### src/design/ese_pkg.sv
`default_nettype none
package ese_pkg;

  // default counter width and fixed-point format of the speed outputs
  localparam int COUNTER_BITS_DEF = 16;
  localparam int SPEED_FRAC_BITS  = 8;

  // 60 s/min * 1000 ms/s
  localparam int RPM_SCALE = 60000;

  // shared multiplier: signed 33 x signed 18
  localparam int MUL_A_W = 33;
  localparam int MUL_B_W = 18;
  localparam int PROD_W  = MUL_A_W + MUL_B_W;

  // divider: 64-bit numerator, 48-bit denominator, 32-bit quotient
  localparam int NUM_W     = 64;
  localparam int DEN_W     = 48;
  localparam int QUOT_W    = 32;
  localparam int DIV_STEPS = QUOT_W;
  localparam int DIV_CNT_W = $clog2(DIV_STEPS + 1);

  localparam int ALPHA_W = 17;
  localparam logic [ALPHA_W-1:0] ALPHA_ONE = 17'h10000;

  // configuration register indexes
  localparam int CFG_IDX_W = 2;
  localparam logic [CFG_IDX_W-1:0] CFG_ENABLE       = 2'd0;
  localparam logic [CFG_IDX_W-1:0] CFG_MIN_INTERVAL = 2'd1;
  localparam logic [CFG_IDX_W-1:0] CFG_COUNTS_REV   = 2'd2;
  localparam logic [CFG_IDX_W-1:0] CFG_ALPHA        = 2'd3;

  // register reset values
  localparam logic        ENABLE_RST       = 1'b1;
  localparam logic [15:0] MIN_INTERVAL_RST = 16'd10;
  localparam logic [15:0] COUNTS_REV_RST   = 16'd1000;
  localparam logic [ALPHA_W-1:0] ALPHA_RST = 17'd45875;

  typedef struct packed {
    logic done;
    logic overflow;
  } div_stat_t;

endpackage
`default_nettype wire

### src/design/ese_divider.sv
`default_nettype none
module ese_divider (
  input  wire logic                        clk,
  input  wire logic                        rst,
  input  wire logic                        start,
  input  wire logic [ese_pkg::NUM_W-1:0]   num,
  input  wire logic [ese_pkg::DEN_W-1:0]   den,
  output      ese_pkg::div_stat_t          status,
  output      logic [ese_pkg::QUOT_W-1:0]  quotient
);

  logic                          busy;
  logic [ese_pkg::DIV_CNT_W-1:0] count;
  logic [ese_pkg::DEN_W-1:0]     rem;
  logic [ese_pkg::DEN_W-1:0]     divisor;
  logic [ese_pkg::QUOT_W-1:0]    quot;
  logic                          done;
  logic                          overflow;
  logic [ese_pkg::DEN_W:0]       trial;
  logic                          fits;

  // one restoring step: shift in the next dividend bit, subtract if it fits
  assign trial = {rem, quot[ese_pkg::QUOT_W-1]};
  assign fits  = trial >= {1'b0, divisor};

  always_ff @(posedge clk) begin
    if (rst) begin
      busy  <= 1'b0;
      done  <= 1'b0;
      count <= '0;
    end else begin
      done <= 1'b0;
      if (start) begin
        busy  <= 1'b1;
        count <= ese_pkg::DIV_CNT_W'(ese_pkg::DIV_STEPS);
      end else if (busy) begin
        count <= count - ese_pkg::DIV_CNT_W'(1);
        if (count == ese_pkg::DIV_CNT_W'(1)) begin
          busy <= 1'b0;
          done <= 1'b1;
        end
      end
    end
  end

  always_ff @(posedge clk) begin
    if (start) begin
      // quotient fits 32 bits only if the upper half is below the divisor
      rem      <= ese_pkg::DEN_W'(num[ese_pkg::NUM_W-1:ese_pkg::QUOT_W]);
      quot     <= num[ese_pkg::QUOT_W-1:0];
      divisor  <= den;
      overflow <= ese_pkg::DEN_W'(num[ese_pkg::NUM_W-1:ese_pkg::QUOT_W]) >= den;
    end else if (busy) begin
      if (fits) begin
        rem <= ese_pkg::DEN_W'(trial - {1'b0, divisor});
      end else begin
        rem <= trial[ese_pkg::DEN_W-1:0];
      end
      quot <= {quot[ese_pkg::QUOT_W-2:0], fits};
    end
  end

  assign status.done     = done;
  assign status.overflow = overflow;
  assign quotient        = quot;

endmodule
`default_nettype wire

### src/design/encoder_speed_estimator.sv
// encoder speed estimator
// sample channel: sample_valid / sample_stall with operation, counter_value and
// time_ms. operation 1 takes the sample as baseline and clears the position,
// operation 0 is an update that measures speed over the elapsed interval.
// result channel: result_valid / result_stall, one result per request.
// configuration: cfg_valid / cfg_ready write port, cfg_index selects enable,
// min_interval_ms, counts_per_rev or alpha_q16; cfg_ready is high outside reset.
// sequence: a start, a disabled update or an update that comes too early
// passes decode and finish; a speed update also passes the numerator and
// denominator products, the serial restoring divider that forms
// (count * 60000 << 8) / (dt * counts_per_rev), and both filter products.
// one shared 33x18 multiplier forms the numerator, the denominator and both
// filter products.
// the block takes one request at a time: sample_stall stays high from
// acceptance until the result is loaded into the output register.
// if the receiver stalls, the result register holds and a finished request
// waits until it can be loaded; the next request is accepted once it is.
// reset restores the register defaults and clears position, speed and baseline;
// sample_stall is high and cfg_ready low while rst is high.
`default_nettype none
module encoder_speed_estimator #(
  parameter int COUNTER_BITS = ese_pkg::COUNTER_BITS_DEF
) (
  input  wire logic                          clk,
  input  wire logic                          rst,
  // sample channel
  input  wire logic                          sample_valid,
  output      logic                          sample_stall,
  input  wire logic                          operation,
  input  wire logic [COUNTER_BITS-1:0]       counter_value,
  input  wire logic [31:0]                   time_ms,
  // result channel
  output      logic                          result_valid,
  input  wire logic                          result_stall,
  output      logic                          updated,
  output      logic signed [31:0]            position_count,
  output      logic signed [31:0]            speed_rpm_q8,
  output      logic signed [31:0]            filtered_rpm_q8,
  // configuration
  input  wire logic                          cfg_valid,
  output      logic                          cfg_ready,
  input  wire logic [ese_pkg::CFG_IDX_W-1:0] cfg_index,
  input  wire logic [ese_pkg::ALPHA_W-1:0]   cfg_data
);

  localparam int DW = COUNTER_BITS + 2;
  localparam logic [DW-1:0] HALF = {2'b00, 1'b1, {(COUNTER_BITS-1){1'b0}}};
  localparam logic [DW-1:0] MODV = {2'b01, {COUNTER_BITS{1'b0}}};

  typedef enum logic [9:0] {
    S_IDLE     = 10'b0000000001,
    S_DECODE   = 10'b0000000010,
    S_MUL_NUM  = 10'b0000000100,
    S_MUL_DEN  = 10'b0000001000,
    S_DIV_GO   = 10'b0000010000,
    S_DIV_WAIT = 10'b0000100000,
    S_MUL_A    = 10'b0001000000,
    S_MUL_B    = 10'b0010000000,
    S_FILTER   = 10'b0100000000,
    S_FINISH   = 10'b1000000000
  } state_t;

  state_t state;
  state_t state_next;

  // configuration registers
  logic                        enable;
  logic [15:0]                 min_interval_ms;
  logic [15:0]                 counts_per_rev;
  logic [ese_pkg::ALPHA_W-1:0] alpha_q16;

  // architectural state
  logic [COUNTER_BITS-1:0] last_counter;
  logic [31:0]             last_time;
  logic [31:0]             position_acc;
  logic signed [31:0]      raw_speed;
  logic signed [31:0]      smooth_speed;

  // request and work registers
  logic                           op_q;
  logic [COUNTER_BITS-1:0]        cnt_q;
  logic [31:0]                    time_q;
  logic                           upd_q;
  logic [31:0]                    dt_q;
  logic [COUNTER_BITS-1:0]        mag_q;
  logic                           neg_q;
  logic [ese_pkg::NUM_W-1:0]      num_q;
  logic [ese_pkg::DEN_W-1:0]      den_q;
  logic signed [ese_pkg::PROD_W-1:0] acc_q;

  // combinational helpers
  logic                           accept;
  logic                           out_free;
  logic [31:0]                    dt;
  logic [15:0]                    min_eff;
  logic [15:0]                    cpr_eff;
  logic [ese_pkg::ALPHA_W-1:0]    alpha_eff;
  logic [ese_pkg::ALPHA_W-1:0]    beta;
  logic                           due;
  logic signed [DW-1:0]           diff;
  logic signed [DW-1:0]           delta;
  logic signed [DW-1:0]           delta_abs;
  logic signed [ese_pkg::MUL_A_W-1:0] mul_a;
  logic signed [ese_pkg::MUL_B_W-1:0] mul_b;
  logic signed [ese_pkg::PROD_W-1:0]  prod;
  logic                           div_start;
  ese_pkg::div_stat_t             div_status;
  logic [ese_pkg::QUOT_W-1:0]     quotient;
  logic signed [31:0]             rpm_sat;

  assign accept    = sample_valid && !sample_stall;
  assign sample_stall = rst || (state != S_IDLE);
  assign cfg_ready = !rst;
  assign out_free  = !result_valid || !result_stall;

  assign dt        = time_q - last_time;
  assign min_eff   = (min_interval_ms == 16'd0) ? 16'd1 : min_interval_ms;
  assign cpr_eff   = (counts_per_rev == 16'd0) ? 16'd1 : counts_per_rev;
  assign alpha_eff = (alpha_q16 > ese_pkg::ALPHA_ONE) ? ese_pkg::ALPHA_ONE : alpha_q16;
  assign beta      = ese_pkg::ALPHA_ONE - alpha_eff;
  assign due       = dt >= 32'(min_eff);

  // counter delta with wrap correction, half range stays positive
  always_comb begin
    diff = $signed(DW'(cnt_q)) - $signed(DW'(last_counter));
    if (diff > $signed(HALF)) begin
      delta = diff - $signed(MODV);
    end else if (diff < -$signed(HALF)) begin
      delta = diff + $signed(MODV);
    end else begin
      delta = diff;
    end
    delta_abs = delta[DW-1] ? -delta : delta;
  end

  // shared multiplier operand select
  always_comb begin
    unique case (state)
      S_MUL_NUM: begin
        mul_a = $signed(ese_pkg::MUL_A_W'(mag_q));
        mul_b = $signed(ese_pkg::MUL_B_W'(ese_pkg::RPM_SCALE));
      end
      S_MUL_DEN: begin
        mul_a = $signed({1'b0, dt_q});
        mul_b = $signed({2'b00, cpr_eff});
      end
      S_MUL_A: begin
        mul_a = ese_pkg::MUL_A_W'(raw_speed);
        mul_b = $signed({1'b0, alpha_eff});
      end
      S_MUL_B: begin
        mul_a = ese_pkg::MUL_A_W'(smooth_speed);
        mul_b = $signed({1'b0, beta});
      end
      default: begin
        mul_a = '0;
        mul_b = '0;
      end
    endcase
  end

  assign prod = mul_a * mul_b;

  // truncate toward zero already done by the divider, now saturate and sign
  always_comb begin
    if (neg_q) begin
      if (div_status.overflow || quotient > 32'h8000_0000) begin
        rpm_sat = 32'sh8000_0000;
      end else begin
        rpm_sat = -$signed(quotient);
      end
    end else begin
      if (div_status.overflow || quotient[31]) begin
        rpm_sat = 32'sh7fff_ffff;
      end else begin
        rpm_sat = $signed(quotient);
      end
    end
  end

  assign div_start = (state == S_DIV_GO);

  ese_divider u_div (
    .clk      (clk),
    .rst      (rst),
    .start    (div_start),
    .num      (num_q),
    .den      (den_q),
    .status   (div_status),
    .quotient (quotient)
  );

  // sequencer
  always_comb begin
    state_next = state;
    unique case (state)
      S_IDLE:     if (accept) state_next = S_DECODE;
      S_DECODE: begin
        if (!op_q && enable && due) begin
          state_next = S_MUL_NUM;
        end else begin
          state_next = S_FINISH;
        end
      end
      S_MUL_NUM:  state_next = S_MUL_DEN;
      S_MUL_DEN:  state_next = S_DIV_GO;
      S_DIV_GO:   state_next = S_DIV_WAIT;
      S_DIV_WAIT: if (div_status.done) state_next = S_MUL_A;
      S_MUL_A:    state_next = S_MUL_B;
      S_MUL_B:    state_next = S_FILTER;
      S_FILTER:   state_next = S_FINISH;
      S_FINISH:   if (out_free) state_next = S_IDLE;
      default:    state_next = S_IDLE;
    endcase
  end

  always_ff @(posedge clk) begin
    if (rst) begin
      state <= S_IDLE;
    end else begin
      state <= state_next;
    end
  end

  // configuration writes
  always_ff @(posedge clk) begin
    if (rst) begin
      enable          <= ese_pkg::ENABLE_RST;
      min_interval_ms <= ese_pkg::MIN_INTERVAL_RST;
      counts_per_rev  <= ese_pkg::COUNTS_REV_RST;
      alpha_q16       <= ese_pkg::ALPHA_RST;
    end else if (cfg_valid && cfg_ready) begin
      unique case (cfg_index)
        ese_pkg::CFG_ENABLE:       enable          <= cfg_data[0];
        ese_pkg::CFG_MIN_INTERVAL: min_interval_ms <= cfg_data[15:0];
        ese_pkg::CFG_COUNTS_REV:   counts_per_rev  <= cfg_data[15:0];
        ese_pkg::CFG_ALPHA:        alpha_q16       <= cfg_data;
        default: ;
      endcase
    end
  end

  // request capture and work registers
  always_ff @(posedge clk) begin
    if (accept) begin
      op_q   <= operation;
      cnt_q  <= counter_value;
      time_q <= time_ms;
    end
    if (state == S_DECODE) begin
      dt_q  <= dt;
      mag_q <= delta_abs[COUNTER_BITS-1:0];
      neg_q <= delta[DW-1];
      upd_q <= op_q || (enable && due);
    end
    if (state == S_MUL_NUM) begin
      num_q <= ese_pkg::NUM_W'(prod[ese_pkg::DEN_W-1:0]) << ese_pkg::SPEED_FRAC_BITS;
    end
    if (state == S_MUL_DEN) begin
      den_q <= prod[ese_pkg::DEN_W-1:0];
    end
    if (state == S_MUL_A) begin
      acc_q <= prod + ese_pkg::PROD_W'(32768);
    end
    if (state == S_MUL_B) begin
      acc_q <= acc_q + prod;
    end
  end

  // architectural state
  always_ff @(posedge clk) begin
    if (rst) begin
      last_counter <= '0;
      last_time    <= '0;
      position_acc <= '0;
      raw_speed    <= '0;
      smooth_speed <= '0;
    end else begin
      if (state == S_DECODE) begin
        if (op_q) begin
          last_counter <= cnt_q;
          last_time    <= time_q;
          position_acc <= '0;
        end else if (enable && due) begin
          last_counter <= cnt_q;
          last_time    <= time_q;
          position_acc <= position_acc + 32'(delta);
        end
      end
      if (state == S_DIV_WAIT && div_status.done) begin
        raw_speed <= rpm_sat;
      end
      if (state == S_FILTER) begin
        // floor of the q16 sum, rounding constant already added
        smooth_speed <= acc_q[47:16];
      end
    end
  end

  // result register
  always_ff @(posedge clk) begin
    if (rst) begin
      result_valid <= 1'b0;
    end else if (state == S_FINISH && out_free) begin
      result_valid <= 1'b1;
    end else if (!result_stall) begin
      result_valid <= 1'b0;
    end
  end

  always_ff @(posedge clk) begin
    if (state == S_FINISH && out_free) begin
      updated         <= upd_q;
      position_count  <= enable ? $signed(position_acc) : 32'sd0;
      speed_rpm_q8    <= enable ? raw_speed : 32'sd0;
      filtered_rpm_q8 <= enable ? smooth_speed : 32'sd0;
    end
  end

endmodule
`default_nettype wire
### config.mk
export PLATFORM = sky130hd
export DESIGN_NAME = encoder_speed_estimator
export DESIGN_NICKNAME = d
export VERILOG_FILES = /design/src/design/ese_pkg.sv /design/src/design/ese_divider.sv /design/src/design/encoder_speed_estimator.sv
export SDC_FILE = /design/constraint.sdc
export NUM_CORES = 2
export LEC_CHECK = 0
export ABC_CLOCK_PERIOD_IN_PS = 12610
export BUFFER_PORTS_ARGS = -buffer_cell sky130_fd_sc_hd__buf_2
export CAP_MARGIN = 0
export CORE_ASPECT_RATIO = 2
export CORE_MARGIN = 2
export CORE_UTILIZATION = 49
export DETAILED_ROUTE_END_ITERATION = 8
export GPL_TIMING_DRIVEN = 1
export PLACE_DENSITY = 0.65
export RECOVER_POWER = 25
export SETUP_SLACK_MARGIN = 0.3
export SYNTH_ARGS = -nofsm -noshare
export SYNTH_HDL_FRONTEND = slang
export SYNTH_SLANG_ARGS = --single-unit
export TNS_END_PERCENT = 10
### constraint.sdc
create_clock -name clk -period 12.61 [get_ports clk]
set_input_delay 1.261 -clock clk [delete_from_list [all_inputs] [get_ports clk]]
set_output_delay 1.261 -clock clk [all_outputs]
set_load 0.03 [all_outputs]
# == Yosys cells after proc, flatten, opt, wreduce, memory -nomap -nowiden ==
# Cells that the tools add are included.
# word_totals
output_inout_bits,100
inputBits,73
ff_bits,685
# classes
multipliers,1
bitwise,1
muxes,37
n_reduce_logical,31
n_eq_ne,19
n_addsub,12
n_lt_le_gt_ge,7
# op_table
op,n
$mux W32,10
$pmux W33 S4,1
$mux W51,2
$pmux W10 S10,1
$mux W16,5
$pmux W17 S4,1
$add A51 B17 Y51 const B,1
$add A51 B51 Y51,1
$mul A33 B18 Y51,1
$ge A49 B48 Y1,1
$ge A24 B48 Y1,1
$mux W48,1
$sub A48 B48 Y48,1
$mux W10,4
$mux W18,2
$gt A17 B17 Y1 const B,2
$add A32 B32 Y32,1
$ge A32 B16 Y1,1
$gt A32 B32 Y1 const B,1
$logic_not A16 Y1,2
$neg A32 Y32,1
$sub A32 B32 Y32,1
$mux W24,1
$add A17 B18 Y18 const B,1
other kinds (35),64

# == Longest topological paths before layout ==
# depth
word_depth,8
mapped_depth,45
ltp_nobuf,42

# == Hierarchy ==
# A second synthesis with hierarchy kept.
# hier_totals
hier_cells,6102
area_unflattened_um2,56596.8
# by_module_without_submodules
mod,instances,cells_each,area_per_inst_um2
encoder_speed_estimator,1,5163,47400.5
ese_divider,1,939,9196.3

# == Worst setup path before layout ==
# No wires, ideal clock.
# synth_timing
path_kind,register to register
from,reg state[7]
to,"reg acc_q[39] (netlist bit), data pin"
path_buffers,2
required_ps,12354
arrival_time_ps,11451
setup_ps,256
slack_ps,904
synth_period_minus_slack_ps,11706
stages_incl_launch_ff,40
path_cell_list,dfxtp_1 or4_1 nor3_1 nand2_1 nor3b_1 clkbuf_1 a22oi_1 and2_1 clkbuf_1 nor2_1 fa_1 inv_1 fa_1 fa_1 inv_1 fa_1 fa_1 inv_1 [... 4 more ...] nand4_1 a211o_1 o211a_1 o311ai_0 o211ai_2 ha_1 a21o_1 a21oi_1 nor2b_1 o21ai_0 a31oi_1 o21ai_0 o21ai_0 a21o_1 a21o_1 a21o_1 a211o_1 a31o_2
# synth_between
elab_chain_cells,6
word_cells_on_any_way,11
classes_between,add/sub (2); mul (1); eq/ne (4); mux (4)
# synth_lines
element,line_no,rtl
from (decl),encoder_speed_estimator.sv:63,state_t state;
from (signal assigned),encoder_speed_estimator.sv:221,state <= state_next;
"$eq A10 B8 Y1, or another cell as far along",encoder_speed_estimator.sv:138,unique case (state)
$pmux W33 S4 / $pmux W17 S4 (equally long branches),encoder_speed_estimator.sv:138,
$mul A33 B18 Y51 *,encoder_speed_estimator.sv:162,assign prod = mul_a * mul_b;
named net prod (one bit),encoder_speed_estimator.sv:105,logic signed [ese_pkg::PROD_W-1:0] prod;
$add A51 B17 Y51,encoder_speed_estimator.sv:263,acc_q <= prod + ese_pkg::PROD_W'(32768);
$mux W51,encoder_speed_estimator.sv:262,if (state == S_MUL_A) begin
$mux W51 *,encoder_speed_estimator.sv:265,if (state == S_MUL_B) begin
to (signal assigned),encoder_speed_estimator.sv:263,
to (signal assigned),encoder_speed_estimator.sv:266,acc_q <= acc_q + prod;
to (decl),encoder_speed_estimator.sv:89,logic signed [ese_pkg::PROD_W-1:0] acc_q;
# The timed path passes the listed nets; every way through them passes the cells marked *. The select of a mux whose other input is x is not followed.
# A chain may end at the register's enable or synchronous reset.

# == Worst setup path after layout ==
# layout_timing
from,reg state[2]
to,"reg acc_q[46] (netlist bit), data pin"
# Same word-level chain as after synthesis.

==> impl_metrics.yaml <==
timing:
  tns_ns: 0
  timing.fmax_ghz: 0.0854
  rsz0062_at_grt: "false"
  fin_skew_ns: 0.0410
  setup_viol: 0
  layout_min_cycle_time_ns: 11.70
  period_share_pct: 92.8
  hold_viol: 0
  tightest_slew_ns: 4.55
  slew_headroom_pct: -203
  holdWs_ns: 0.439
  final_max_slew_viol_count: 217
detailed_routing:
  initialDrtViolationCount: 3934
  num_vias: 45500
  drc: 0
  routedWlPerCell_um: 23.3
  antenna_left: 0
  wirelength_um: 182000
  drt_pre_antenna_iters: 6
  via_per_inst: 5.82
floorplan:
  die_x_um: 244
  die-area_um2: 118000
  io_pins: 173
  start_util_pct: 49.2
  core_area_um2: 115000
  fp.dieH_um: 484
  rows: 176
placement:
  routabilityCongestion: 1.01
  portBuffers: 172
  hpwl_um: 144000
  dp.cells: 7690
finish:
  nets: 7179
  final_cells: 7822
  fin_util_pct: 53.5
  area_growth_pct: 8.75
  drive_gt1_share_pct: 6.95
  fillers: 10500
setup_path:
  cp-start-kind: "flip-flop"
  cpPeakStageDelay_ns: 0.58
  worst_ep_arrival_time_ns: 12.08
  slowest_stage: "nand2_1"
  critical_path.endpoint_type: "flip-flop"
  criticalPathCategory: "flip-flop to flip-flop"
  cp.required_ns: 12.98
  crit_fanout: 55
clock_network:
  h-tree-depth: 3
  cts_tree: "done"
  insertion_delay_ns: 0.67
  cts_sinks: 682
  cts_buffer_depth: 3
  cts_made_buffers: 67
  root_buffer: "clkbuf_16"
  clk_pin_slew_ns: 0.07
  hold_buffers: 0
synthesis:
  synth_top_family_by_area: "adder cells"
  synth_cell_types: 98
  syn_avg_cell_area_um2: 9.13
  yosysWarnings: 0
  syn_inst: 6172
  synth.largest_area_cell: "edfxtp_1"
  synthArstFlopShare_pct: 0
  syn-num-nets: 7100
  synth_flop_cell: "edfxtp_1"
  synth_compound_area_share_pct: 13.1
  synth_area_leaders: "edfxtp_1 24%, fa_1 19%, dfxtp_1 8.1%, ha_1 7.4%, nand2_1 5.7%"
  synth_top_area_share_pct: 24.1
  syn-cell-area_um2: 56300
  synthTopCellsByCount: "854 x nand2_1, 806 x inv_1, 548 x nor2_1"
  seq_area_frac_synth_pct: 32.3
  yosys_register_bits: 682
  synth.most_common_cell: "nand2_1"
  synthAdderAreaFrac_pct: 25.9
  synth-edff-count: 453
  synth_mux_area_share_pct: 0.446
  yosys.area_share.simple_pct: 17.4
  synth_xor_area_share_pct: 3.56
global_routing:
  grt_overflow: 0
  grt_usage_pct: 30.8
  antenna_found_initial: 12
  first_global_vias: 45800
  grt_start_max_net_pins: 99
  grt_pass1_wl_um: 277000
power_and_ir_drop:
  leakage_nw: 25.8
  p_per_area_nw_per_um2: 82.1
  ir_worst_vdd_uv: 136
status:
  violations: "capacitance limit, slew limit"
  outcome: "finished with violations"
min_path:
  min_path_type: "flip-flop to flip-flop"
run:
  maxCapViolCount: 3
==> worst paths after layout <==
check,endpoint,from,slack [ns],cells after the start
max,acc_q[46]$_DFFE_PP_,state[2]$_SDFFE_PP0P_,0.91,39
min,u_div.divisor[36]$_DFFE_PP_,den_q[36]$_DFFE_PN_,0.44,0
max reg2reg,acc_q[46]$_DFFE_PP_,state[2]$_SDFFE_PP0P_,0.91,39
min reg2reg,u_div.divisor[36]$_DFFE_PP_,den_q[36]$_DFFE_PN_,0.44,0
==> sequential cells by signal, summed over array words and instances (netlist names), 17 cells and up <==
signal	cells
alpha_q16	17
smooth_speed	32
num_q	48
filtered_rpm_q8	32
u_div.rem	48
acc_q	48
u_div.quotient	32
den_q	48
position_acc	32
dt_q	32
u_div.divisor	48
position_count	32
raw_speed	32
time_q	32
speed_rpm_q8	32
last_time	32
==> layer usage <==
metal | global-route usage [%] | share of wire, % | up-vias
met5 | 0 | 0.020 | -
met4 | 21.5 | 8.4 | 6
met3 | 3.44 | 5.9 | 489
met2 | 50.8 | 47 | 1909
met1 | 37.7 | 38 | 22300
li1 | - | - | 20800
==> power breakdown <==
part / internal, mW / leakage (nW) / switching (mW)
clock network: 1.18 / 1.10 / 0.951
registers: 2.41 / 5.99 / 0.0255
logic: 0.176 / 18.7 / 0.289
==> through the flow <==
stage,area [um^2],power [mW],setup slack [ns]
3_5_place_dp,58900,2.94,0.774
6_report,61300,5.03,0.906
5_1_grt,61300,5.21,0.280
3_3_place_gp,58900,2.93,0.774
4_1_cts,61200,5.07,0.737
2_1_floorplan,56300,2.81,0.904
==> logic make-up after synthesis <==
logic type               Yosys count
flip-flops                       682
XOR/XNOR                         229
multiplexers                      25
AND/OR/NAND/NOR                 2137
buffers and inverters           1068
adder cells (fa/ha/maj)          855
AO/OA/AOI/OAI                   1176
==> worst max-delay path, delay by kind of cell (launching register included) <==
| kind | cells | cell delay (ns) |
|---|---|---|
| AO/OA/AOI/OAI | 7 | 1.44 |
| XOR/XNOR | 2 | 0.26 |
| adder cells (fa/ha/maj) | 8 | 3.95 |
| buffers and inverters | 10 | 1.82 |
| flip-flops | 1 | 0.32 |
| multiplexers | 1 | 0.08 |
| AND/OR/NAND/NOR | 11 | 3.47 |
==> cell type report <==
type | instances | area (um^2) | share of cell area [%]
Inverter | 809 | 3040 | 4.96
Antenna cell | 3 | 7.51 | 0.0123
Sequential cell | 682 | 18200 | 29.7
Multi-Input combinational cell | 4422 | 34300 | 55.9
Clock inverter | 38 | 482 | 0.786
Timing Repair Buffer | 269 | 1570 | 2.56
Tap cell | 1513 | 1890 | 3.09
Clock buffer | 86 | 1810 | 2.95
==> cell usage in the layout, fill, tap and decap left out, types with 147 or more instances in the layout <==
master / instances
a21oi_1: 461
buf_2: 147
dfxtp_1: 228
edfxtp_1: 453
fa_1: 521
ha_1: 334
inv_1: 803
nand2_1: 854
nor2_1: 546
o21ai_0: 186
xnor2_1: 150
==> what timing repair did <==
action,in CTS,in global routing
gates resized for setup,0,10
buffers inserted,0,5
endpoints found under the setup margin,0,8
Power figures use the tool's default switching activity.
